**config.mk**
```make
export PLATFORM = sky130hd
export DESIGN_NAME = tsv_key_text_record_parser
export DESIGN_NICKNAME = d
export VERILOG_FILES = /design/src/sv/tktp_pkg.sv /design/src/sv/tsv_key_text_record_parser.sv /design/src/sv/tktp_parse.sv
export SDC_FILE = /design/constraint.sdc
export NUM_CORES = 2
export LEC_CHECK = 0
export ABC_AREA = 1
export BUFFER_PORTS_ARGS = -buffer_cell sky130_fd_sc_hd__buf_2
export CAP_MARGIN = 5
export CORE_ASPECT_RATIO = 1.2
export CORE_MARGIN = 4
export CORE_UTILIZATION = 50
export DETAILED_ROUTE_END_ITERATION = 8
export PLACE_DENSITY = 0.64
export SYNTH_ARGS = -nofsm -noshare
export SYNTH_HDL_FRONTEND = slang
export SYNTH_SLANG_ARGS = --single-unit
```
**constraint.sdc**
```tcl
create_clock -name clk_i -period 7.9 [get_ports clk_i]
set_clock_uncertainty 0.2 [all_clocks]
set_input_delay 0 -clock clk_i [delete_from_list [all_inputs] [get_ports clk_i]]
set_output_delay 0 -clock clk_i [all_outputs]
set_load 0.005 [all_outputs]
```
**src/sv/tktp_pkg.sv**
```systemverilog
`timescale 1ns / 1ps

package tktp_pkg;

  localparam int unsigned MaxRes = 4;
  localparam int unsigned QDepth = 8;
  localparam int unsigned QAw    = $clog2(QDepth);
  localparam int unsigned CntW   = $clog2(QDepth + 1);
  localparam int unsigned NWrW   = $clog2(MaxRes + 1);

  localparam logic [7:0]  KeySepRst  = 8'd9;
  localparam logic [7:0]  RecSepRst  = 8'd13;
  localparam logic [7:0]  QuoteRst   = 8'd34;
  localparam logic [31:0] HashSeedRst = 32'd69069;

  localparam int unsigned CfgIdxW = 3;

  typedef enum logic [CfgIdxW-1:0] {
    CFG_KEY_SEP   = 3'd0,
    CFG_REC_SEP   = 3'd1,
    CFG_QUOTE     = 3'd2,
    CFG_HASH_SEED = 3'd3
  } cfg_idx_e;

  typedef struct packed {
    logic [7:0]  key_sep;
    logic [7:0]  rec_sep;
    logic [7:0]  quote;
    logic [31:0] hash_seed;
  } cfg_t;

  typedef struct packed {
    logic [7:0]  out_byte;
    logic        byte_valid;
    logic        in_text;
    logic        field_end;
    logic        truncated;
    logic        last;
    logic        reload;
    logic [31:0] seed;
  } ent_t;

  function automatic ent_t mk_byte(logic [7:0] b, logic it);
    ent_t e;
    e            = '0;
    e.out_byte   = b;
    e.byte_valid = 1'b1;
    e.in_text    = it;
    return e;
  endfunction

  function automatic ent_t mk_end(logic it, logic trunc);
    ent_t e;
    e           = '0;
    e.in_text   = it;
    e.field_end = 1'b1;
    e.truncated = trunc;
    return e;
  endfunction

endpackage

```
**src/sv/tsv_key_text_record_parser.sv**
```systemverilog
`timescale 1ns / 1ps
// path: a byte's result words are written into the word queue, then into the output register
// throughput: one byte per cycle while each byte yields at most one word and the output
//   is not stalled; the output register sends one word per cycle while out_stall_i is low
// an 8-entry word queue between parser and output stalls input when fewer than 4 are free
// reset: registers to defaults, parser at key field start, queue and output empty

module tsv_key_text_record_parser (
  input  logic                            clk_i,
  input  logic                            rst_ni,
  input  logic                            in_valid_i,
  output logic                            in_stall_o,
  input  logic [7:0]                      in_byte_i,
  input  logic                            end_of_buffer_i,
  output logic                            out_valid_o,
  input  logic                            out_stall_i,
  output logic [7:0]                      out_byte_o,
  output logic                            byte_valid_o,
  output logic                            in_text_field_o,
  output logic                            field_end_o,
  output logic [31:0]                     key_hash_o,
  output logic                            truncated_o,
  output logic                            last_of_run_o,
  input  logic                            cfg_valid_i,
  output logic                            cfg_ready_o,
  input  logic [tktp_pkg::CfgIdxW-1:0]    cfg_index_i,
  input  logic [31:0]                     cfg_data_i
);

  tktp_pkg::cfg_t                  cfg_q;
  tktp_pkg::ent_t                  ent [tktp_pkg::MaxRes];
  logic [tktp_pkg::NWrW-1:0]       nwr;
  tktp_pkg::ent_t                  q_q [tktp_pkg::QDepth];
  logic [tktp_pkg::QAw-1:0]        wp_q, rp_q;
  logic [tktp_pkg::CntW-1:0]       cnt_q, cnt_d;
  logic                            in_fire, pop;
  tktp_pkg::ent_t                  head;
  logic [31:0]                     hash_q, hash_d, h0, prod;
  logic                            stop_q, stop_d, st0;
  logic                            out_valid_q;
  logic [7:0]                      out_byte_q;
  logic                            byte_valid_q, in_text_q, field_end_q, trunc_q, last_q;
  logic [31:0]                     key_hash_q, key_hash_d;

  assign cfg_ready_o = 1'b1;

  always_ff @(posedge clk_i or negedge rst_ni) begin
    if (!rst_ni) begin
      cfg_q.key_sep   <= tktp_pkg::KeySepRst;
      cfg_q.rec_sep   <= tktp_pkg::RecSepRst;
      cfg_q.quote     <= tktp_pkg::QuoteRst;
      cfg_q.hash_seed <= tktp_pkg::HashSeedRst;
    end else if (cfg_valid_i && cfg_ready_o) begin
      case (cfg_index_i)
        tktp_pkg::CFG_KEY_SEP:   cfg_q.key_sep   <= cfg_data_i[7:0];
        tktp_pkg::CFG_REC_SEP:   cfg_q.rec_sep   <= cfg_data_i[7:0];
        tktp_pkg::CFG_QUOTE:     cfg_q.quote     <= cfg_data_i[7:0];
        tktp_pkg::CFG_HASH_SEED: cfg_q.hash_seed <= cfg_data_i;
        default: ;
      endcase
    end
  end

  assign in_stall_o = cnt_q > tktp_pkg::CntW'(tktp_pkg::QDepth - tktp_pkg::MaxRes);
  assign in_fire    = in_valid_i && !in_stall_o;

  tktp_parse u_parse (
    .clk_i     (clk_i),
    .rst_ni    (rst_ni),
    .fire_i    (in_fire),
    .in_byte_i (in_byte_i),
    .eob_i     (end_of_buffer_i),
    .cfg_i     (cfg_q),
    .ent_o     (ent),
    .nwr_o     (nwr)
  );

  assign pop   = (cnt_q != '0) && (!out_valid_q || !out_stall_i);
  assign head  = q_q[rp_q];
  assign cnt_d = cnt_q + tktp_pkg::CntW'(nwr) - tktp_pkg::CntW'(pop);

  always_ff @(posedge clk_i) begin
    for (int i = 0; i < tktp_pkg::MaxRes; i++) begin
      if (tktp_pkg::NWrW'(i) < nwr) begin
        q_q[tktp_pkg::QAw'(wp_q + tktp_pkg::QAw'(i))] <= ent[i];
      end
    end
  end

  always_ff @(posedge clk_i or negedge rst_ni) begin
    if (!rst_ni) begin
      wp_q  <= '0;
      rp_q  <= '0;
      cnt_q <= '0;
    end else begin
      wp_q  <= tktp_pkg::QAw'(wp_q + tktp_pkg::QAw'(nwr));
      rp_q  <= tktp_pkg::QAw'(rp_q + tktp_pkg::QAw'(pop));
      cnt_q <= cnt_d;
    end
  end

  // key hash advances as words leave the queue
  assign h0   = head.reload ? head.seed : hash_q;
  assign st0  = head.reload ? 1'b0 : stop_q;
  assign prod = h0 * {{24{head.out_byte[7]}}, head.out_byte} + 32'd1;

  always_comb begin
    hash_d     = hash_q;
    stop_d     = stop_q;
    key_hash_d = '0;
    if (pop) begin
      hash_d = h0;
      stop_d = st0;
      if (head.byte_valid && !head.in_text && !st0) begin
        if (head.out_byte == 8'd0) begin
          stop_d = 1'b1;
        end else begin
          hash_d = prod;
        end
      end
      if (head.field_end && !head.in_text) begin
        key_hash_d = h0;
      end
    end
  end

  always_ff @(posedge clk_i or negedge rst_ni) begin
    if (!rst_ni) begin
      hash_q      <= tktp_pkg::HashSeedRst;
      stop_q      <= 1'b0;
      out_valid_q <= 1'b0;
    end else begin
      hash_q <= hash_d;
      stop_q <= stop_d;
      if (pop) begin
        out_valid_q <= 1'b1;
      end else if (!out_stall_i) begin
        out_valid_q <= 1'b0;
      end
    end
  end

  always_ff @(posedge clk_i) begin
    if (pop) begin
      out_byte_q   <= head.out_byte;
      byte_valid_q <= head.byte_valid;
      in_text_q    <= head.in_text;
      field_end_q  <= head.field_end;
      trunc_q      <= head.truncated;
      last_q       <= head.last;
      key_hash_q   <= key_hash_d;
    end
  end

  assign out_valid_o     = out_valid_q;
  assign out_byte_o      = out_byte_q;
  assign byte_valid_o    = byte_valid_q;
  assign in_text_field_o = in_text_q;
  assign field_end_o     = field_end_q;
  assign key_hash_o      = key_hash_q;
  assign truncated_o     = trunc_q;
  assign last_of_run_o   = last_q;

  a_cnt_bound: assert property (@(posedge clk_i) disable iff (!rst_ni)
    cnt_q <= tktp_pkg::CntW'(tktp_pkg::QDepth))
    else $error("word queue overflow");

  a_room_on_accept: assert property (@(posedge clk_i) disable iff (!rst_ni)
    in_fire |-> cnt_q + tktp_pkg::CntW'(tktp_pkg::MaxRes) <= tktp_pkg::CntW'(tktp_pkg::QDepth))
    else $error("byte accepted without room for its words");

  a_no_words_idle: assert property (@(posedge clk_i) disable iff (!rst_ni)
    !in_fire |-> nwr == '0)
    else $error("parser wrote words without an accepted byte");

  a_hash_only_key_end: assert property (@(posedge clk_i) disable iff (!rst_ni)
    out_valid_q && !(field_end_q && !in_text_q) |-> key_hash_q == '0)
    else $error("hash shown outside a key field end");

  a_pop_in_order: assert property (@(posedge clk_i) disable iff (!rst_ni)
    pop |=> rp_q == tktp_pkg::QAw'($past(rp_q) + 1'b1))
    else $error("read pointer out of step");

endmodule

```
**src/sv/tktp_parse.sv**
```systemverilog
`timescale 1ns / 1ps

module tktp_parse (
  input  logic                     clk_i,
  input  logic                     rst_ni,
  input  logic                     fire_i,
  input  logic [7:0]               in_byte_i,
  input  logic                     eob_i,
  input  tktp_pkg::cfg_t           cfg_i,
  output tktp_pkg::ent_t           ent_o [tktp_pkg::MaxRes],
  output logic [tktp_pkg::NWrW-1:0] nwr_o
);

  logic        in_text_q, in_text_d;
  logic        afs_q, afs_d;
  logic        fq_q, fq_d;
  logic        qp_q, qp_d;
  logic        hv_q, hv_d;
  logic [7:0]  hb_q, hb_d;
  logic        skip_q, skip_d;
  logic        rl_pend_q, rl_pend_d;
  logic [31:0] rl_seed_q, rl_seed_d;

  always_comb begin : p_parse
    tktp_pkg::ent_t            ent [tktp_pkg::MaxRes];
    logic [tktp_pkg::NWrW-1:0] n;
    logic                      it, afs, fq, qp, hv, skip, reload, done;
    logic [7:0]                hb, sep, b, qb;
    ent    = '{default: '0};
    n      = '0;
    it     = in_text_q;
    afs    = afs_q;
    fq     = fq_q;
    qp     = qp_q;
    hv     = hv_q;
    hb     = hb_q;
    skip   = skip_q;
    reload = 1'b0;
    done   = 1'b0;
    b      = in_byte_i;
    qb     = cfg_i.quote;
    sep    = in_text_q ? cfg_i.rec_sep : cfg_i.key_sep;
    rl_pend_d = rl_pend_q;
    rl_seed_d = rl_seed_q;
    if (fire_i) begin
      if (skip) begin
        skip = 1'b0;
      end else begin
        if (afs) begin
          if (!it) begin
            reload = 1'b1;
          end
          afs = 1'b0;
          if (b == qb) begin
            fq   = 1'b1;
            done = 1'b1;
          end
        end
        if (!done && qp) begin
          qp = 1'b0;
          // pending quote goes out as a character
          if (fq) begin
            if (hv) begin
              ent[n[1:0]] = tktp_pkg::mk_byte(hb, it);
              n = n + 1'b1;
            end
            hb = qb;
            hv = 1'b1;
          end else begin
            ent[n[1:0]] = tktp_pkg::mk_byte(qb, it);
            n = n + 1'b1;
          end
          if (b == qb) begin
            done = 1'b1;
          end
        end
        if (!done) begin
          if (b == sep) begin
            ent[n[1:0]] = tktp_pkg::mk_end(it, 1'b0);
            n   = n + 1'b1;
            afs = 1'b1;
            fq  = 1'b0;
            qp  = 1'b0;
            hv  = 1'b0;
            hb  = '0;
            if (!it) begin
              it = 1'b1;
            end else begin
              it   = 1'b0;
              skip = 1'b1;
            end
          end else if (b == qb) begin
            qp = 1'b1;
          end else if (fq) begin
            if (hv) begin
              ent[n[1:0]] = tktp_pkg::mk_byte(hb, it);
              n = n + 1'b1;
            end
            hb = b;
            hv = 1'b1;
          end else begin
            ent[n[1:0]] = tktp_pkg::mk_byte(b, it);
            n = n + 1'b1;
          end
        end
      end
      if (eob_i) begin
        if (it || !afs) begin
          if (qp) begin
            qp = 1'b0;
            if (fq) begin
              if (hv) begin
                ent[n[1:0]] = tktp_pkg::mk_byte(hb, it);
                n = n + 1'b1;
              end
              hb = qb;
              hv = 1'b1;
            end else begin
              ent[n[1:0]] = tktp_pkg::mk_byte(qb, it);
              n = n + 1'b1;
            end
          end
          if (hv) begin
            ent[n[1:0]] = tktp_pkg::mk_byte(hb, it);
            n = n + 1'b1;
          end
          ent[n[1:0]] = tktp_pkg::mk_end(it, 1'b1);
          n = n + 1'b1;
        end
        afs  = 1'b1;
        fq   = 1'b0;
        qp   = 1'b0;
        hv   = 1'b0;
        hb   = '0;
        it   = 1'b0;
        skip = 1'b0;
      end
      // seed reload rides on the first word of the step
      if (n != '0) begin
        ent[0].reload = rl_pend_q || reload;
        ent[0].seed   = reload ? cfg_i.hash_seed : rl_seed_q;
        ent[n[1:0] - 2'd1].last = 1'b1;
        rl_pend_d = 1'b0;
      end else if (reload) begin
        rl_pend_d = 1'b1;
        rl_seed_d = cfg_i.hash_seed;
      end
    end
    in_text_d = it;
    afs_d     = afs;
    fq_d      = fq;
    qp_d      = qp;
    hv_d      = hv;
    hb_d      = hb;
    skip_d    = skip;
    ent_o     = ent;
    nwr_o     = n;
  end

  always_ff @(posedge clk_i or negedge rst_ni) begin
    if (!rst_ni) begin
      in_text_q <= 1'b0;
      afs_q     <= 1'b1;
      fq_q      <= 1'b0;
      qp_q      <= 1'b0;
      hv_q      <= 1'b0;
      hb_q      <= '0;
      skip_q    <= 1'b0;
      rl_pend_q <= 1'b0;
      rl_seed_q <= tktp_pkg::HashSeedRst;
    end else begin
      in_text_q <= in_text_d;
      afs_q     <= afs_d;
      fq_q      <= fq_d;
      qp_q      <= qp_d;
      hv_q      <= hv_d;
      hb_q      <= hb_d;
      skip_q    <= skip_d;
      rl_pend_q <= rl_pend_d;
      rl_seed_q <= rl_seed_d;
    end
  end

endmodule

```
==> run metrics <==
Avg WL per Cell=21.5 um; most used cell, CP=nand2_1; Die H=between 300 and 400 um; Final ANT Viol Nets=0; number of synthesized flops with an enable pin=slightly above 400; # diodes=0; Startpoint Class=register; number of global-route vias before repair=32100; IO buf count=95; list of most frequent post-synthesis cells=nand2_1, nor2_1, inv_1; die area=around 80000 sq um; largest net degree at the start of global routing=100; DRC=0; Worst path max stage delay=around 0.52 ns; Detailed Route WL=approximately 120000 um; Synth async-reset ratio=0.263; total global-route track usage=0.308; Die Wd=259 um; CTS buffer count=59; status=finished clean; clk slew on worst S/H paths=about 0.06 ns; Avg Vias per Cell=between 5 and 6; Top Ports=97; CP max FO=46; maximum capacitance violations=0; synthesis-stage register bit count=560; Yosys cell types=61; cell row count=110; initial core utilization=0.504; CTS Buffer Depth=3; Setup Crit Path Kind=reg -> reg; initial antenna violation count=2; synth warn=0; Slowest cell on crit path=fa_1; Root Driver=clkbuf_16; multi-input logic area=18600 sq um; CTS tree=built; Worst EP required=around 8.3 ns; Syn Area/Cell=8.16 sq um; fin crit period=7.17 ns; Max-Slew Margin vs Limit=0.115; number of gates resized after cts=0; clk_lat worst skew=approximately 0.64 ns; Slew Viols, Final=0; Hold Fails Final Rpt=0; P&R area growth vs syn=11.4%; fin nets=approximately 5000; arrival time worst endpoint=7.53 ns; pin slew with the least headroom to its limit=between 1 and 1.5 ns; H-tree Lvls=2; Pre-antenna DRT Iters=5; Worst Hold Class=in -> reg; pre-CTS WS=0.827 ns; DP HPWL=~84000 um; Setup TNS=0 ns; RSZ-0062 raised after global routing=false; clock tree sinks=560; # fillers=6898; period utilization=0.908; first-pass GRT wire length=191000 um; DRT iter0 DRCs=3266; Post-Syn Area=37800 sq um; most common cell in the synthesized netlist=nand2_1; CP endpoint kind=register; largest cells by area after synthesis=edfxtp_1, nand2_1, nor2_1, fa_1, dfrtp_1; layout cells sized above 1=0.0987; Setup Viol. Count Final=0; via count=about 33000; fmax=0.139 GHz; Synth area leader=edfxtp_1; post-synth top area share=0.328; final worst slack=0.725 ns; Core Area=roughly 75000 sq um; sequential fraction of the synthesis area=0.426; Primary FF master, synth=edfxtp_1; grt ovf=0; routability cong.=0.995; register area=16100 sq um; cell count after synthesis=4634
-- timing repair --
action | 4_1_cts | 5_1_grt
hold buffers | 77 | 0
setup buffers | 0 | 0
hold endpoints to repair | 162 | 0
-- worst max-delay path, delay by kind of cell (launching register included) --
| family | cells | cell delay [ns] |
|---|---|---|
| DFF | 1 | 0.45 |
| buffers and inverters | 5 | 1.05 |
| and+or+nand+nor | 7 | 0.81 |
| adders and majority gates | 5 | 2.30 |
| xor gates and xnor gates | 1 | 0.14 |
| AOI/OAI and AO/OA | 10 | 2.10 |
-- metrics by stage --
step | hold WS (ns) | cells | instance area, sq um | utilization
global placement | -0.0423 | 5595 | 39400 | 0.525
finish | 0.0592 | 5782 | 42100 | 0.562
detailed placement | -0.0328 | 5595 | 39400 | 0.525
CTS | 0.0267 | 5781 | 42100 | 0.562
global route | 0.0676 | 5782 | 42100 | 0.562
floorplan | -0.496 | 4635 | 37800 | -
-- placed cells by master, fill, tap and decap left out, types with 22 or more instances in the layout --
master and instances:
edfxtp_1 413, o22ai_1 60, buf_4 84, dfstp_2 35
o21ai_0 453, a21oi_1 161, buf_2 94, xor2_1 22
dlygate4sd3_1 76, nand3_1 184, o211ai_1 46, clkbuf_16 61
inv_2 25, nand2_1 895, fa_1 158, mux2_2 24
nor2_1 880, dfrtp_1 109, o221ai_1 28, o21ai_1 92
inv_1 504, ha_1 93
-- worst paths after layout --
kind                                        start                                end  slack (ns)  cells after the start
setup / recovery                rp_q[1]$_DFF_PN0_             hash_q[28]$_DFFE_PN0P_        0.73                     28
hold / removal                      cfg_data_i[6]               cfg_q[6]$_DFFE_PN1P_        0.06                      4
setup reg to reg                rp_q[1]$_DFF_PN0_             hash_q[28]$_DFFE_PN0P_        0.73                     28
hold reg to reg            hash_q[10]$_DFFE_PN1P_             hash_q[10]$_DFFE_PN1P_        0.28                      2
max in group asynchronous                  rst_ni                  rp_q[0]$_DFF_PN0_        6.03                      4
min in group asynchronous                  rst_ni  u_parse.rl_seed_q[16]$_DFFE_PN1P_        0.46                      3
-- state kept, by name, indices dropped and copies added, names as in the netlist, 3 cells and up --
name / flops
cfg_q: 56
cnt_q: 4
hash_q: 32
key_hash_o: 32
out_byte_o: 8
q_q: 368
rp_q: 3
u_parse.hb_q: 8
u_parse.rl_seed_q: 32
wp_q: 3
-- cells by family (layout without fill, tap and decap cells) --
group           Yosys count  after routing  synth area share
other cells               1              2         0.0000992
compound gates          908            908             0.134
flops                   560            560             0.426
xor+xnor                 39             39           0.00903
buf+inv                 773            912            0.0831
fa+ha+maj               251            251             0.114
mux                      24             24           0.00715
simple gates           2078           2078             0.226
-- layout make-up --
type,count,area share
Clock buffer,79,0.0390
Timing Repair Buffer,270,0.0515
Inverter,533,0.0476
Multi-Input combinational cell,3302,0.442
Clock inverter,30,0.00719
Tap cell,1008,0.0299
Sequential cell,560,0.383
-- layer usage --
metal / up-vias / track usage / share of wire
li1: 15400 / - / -
met1: 16000 / 0.385 / 0.38
met2: 1436 / 0.532 / 0.49
met3: 358 / 0.0419 / 0.074
met4: 4 / 0.145 / 0.055
met5: - / 0 / 0.00022
Power is left out: the tool's default activity adds up to more than one toggle a clock period on the data nets, which glitch-free logic cannot reach.
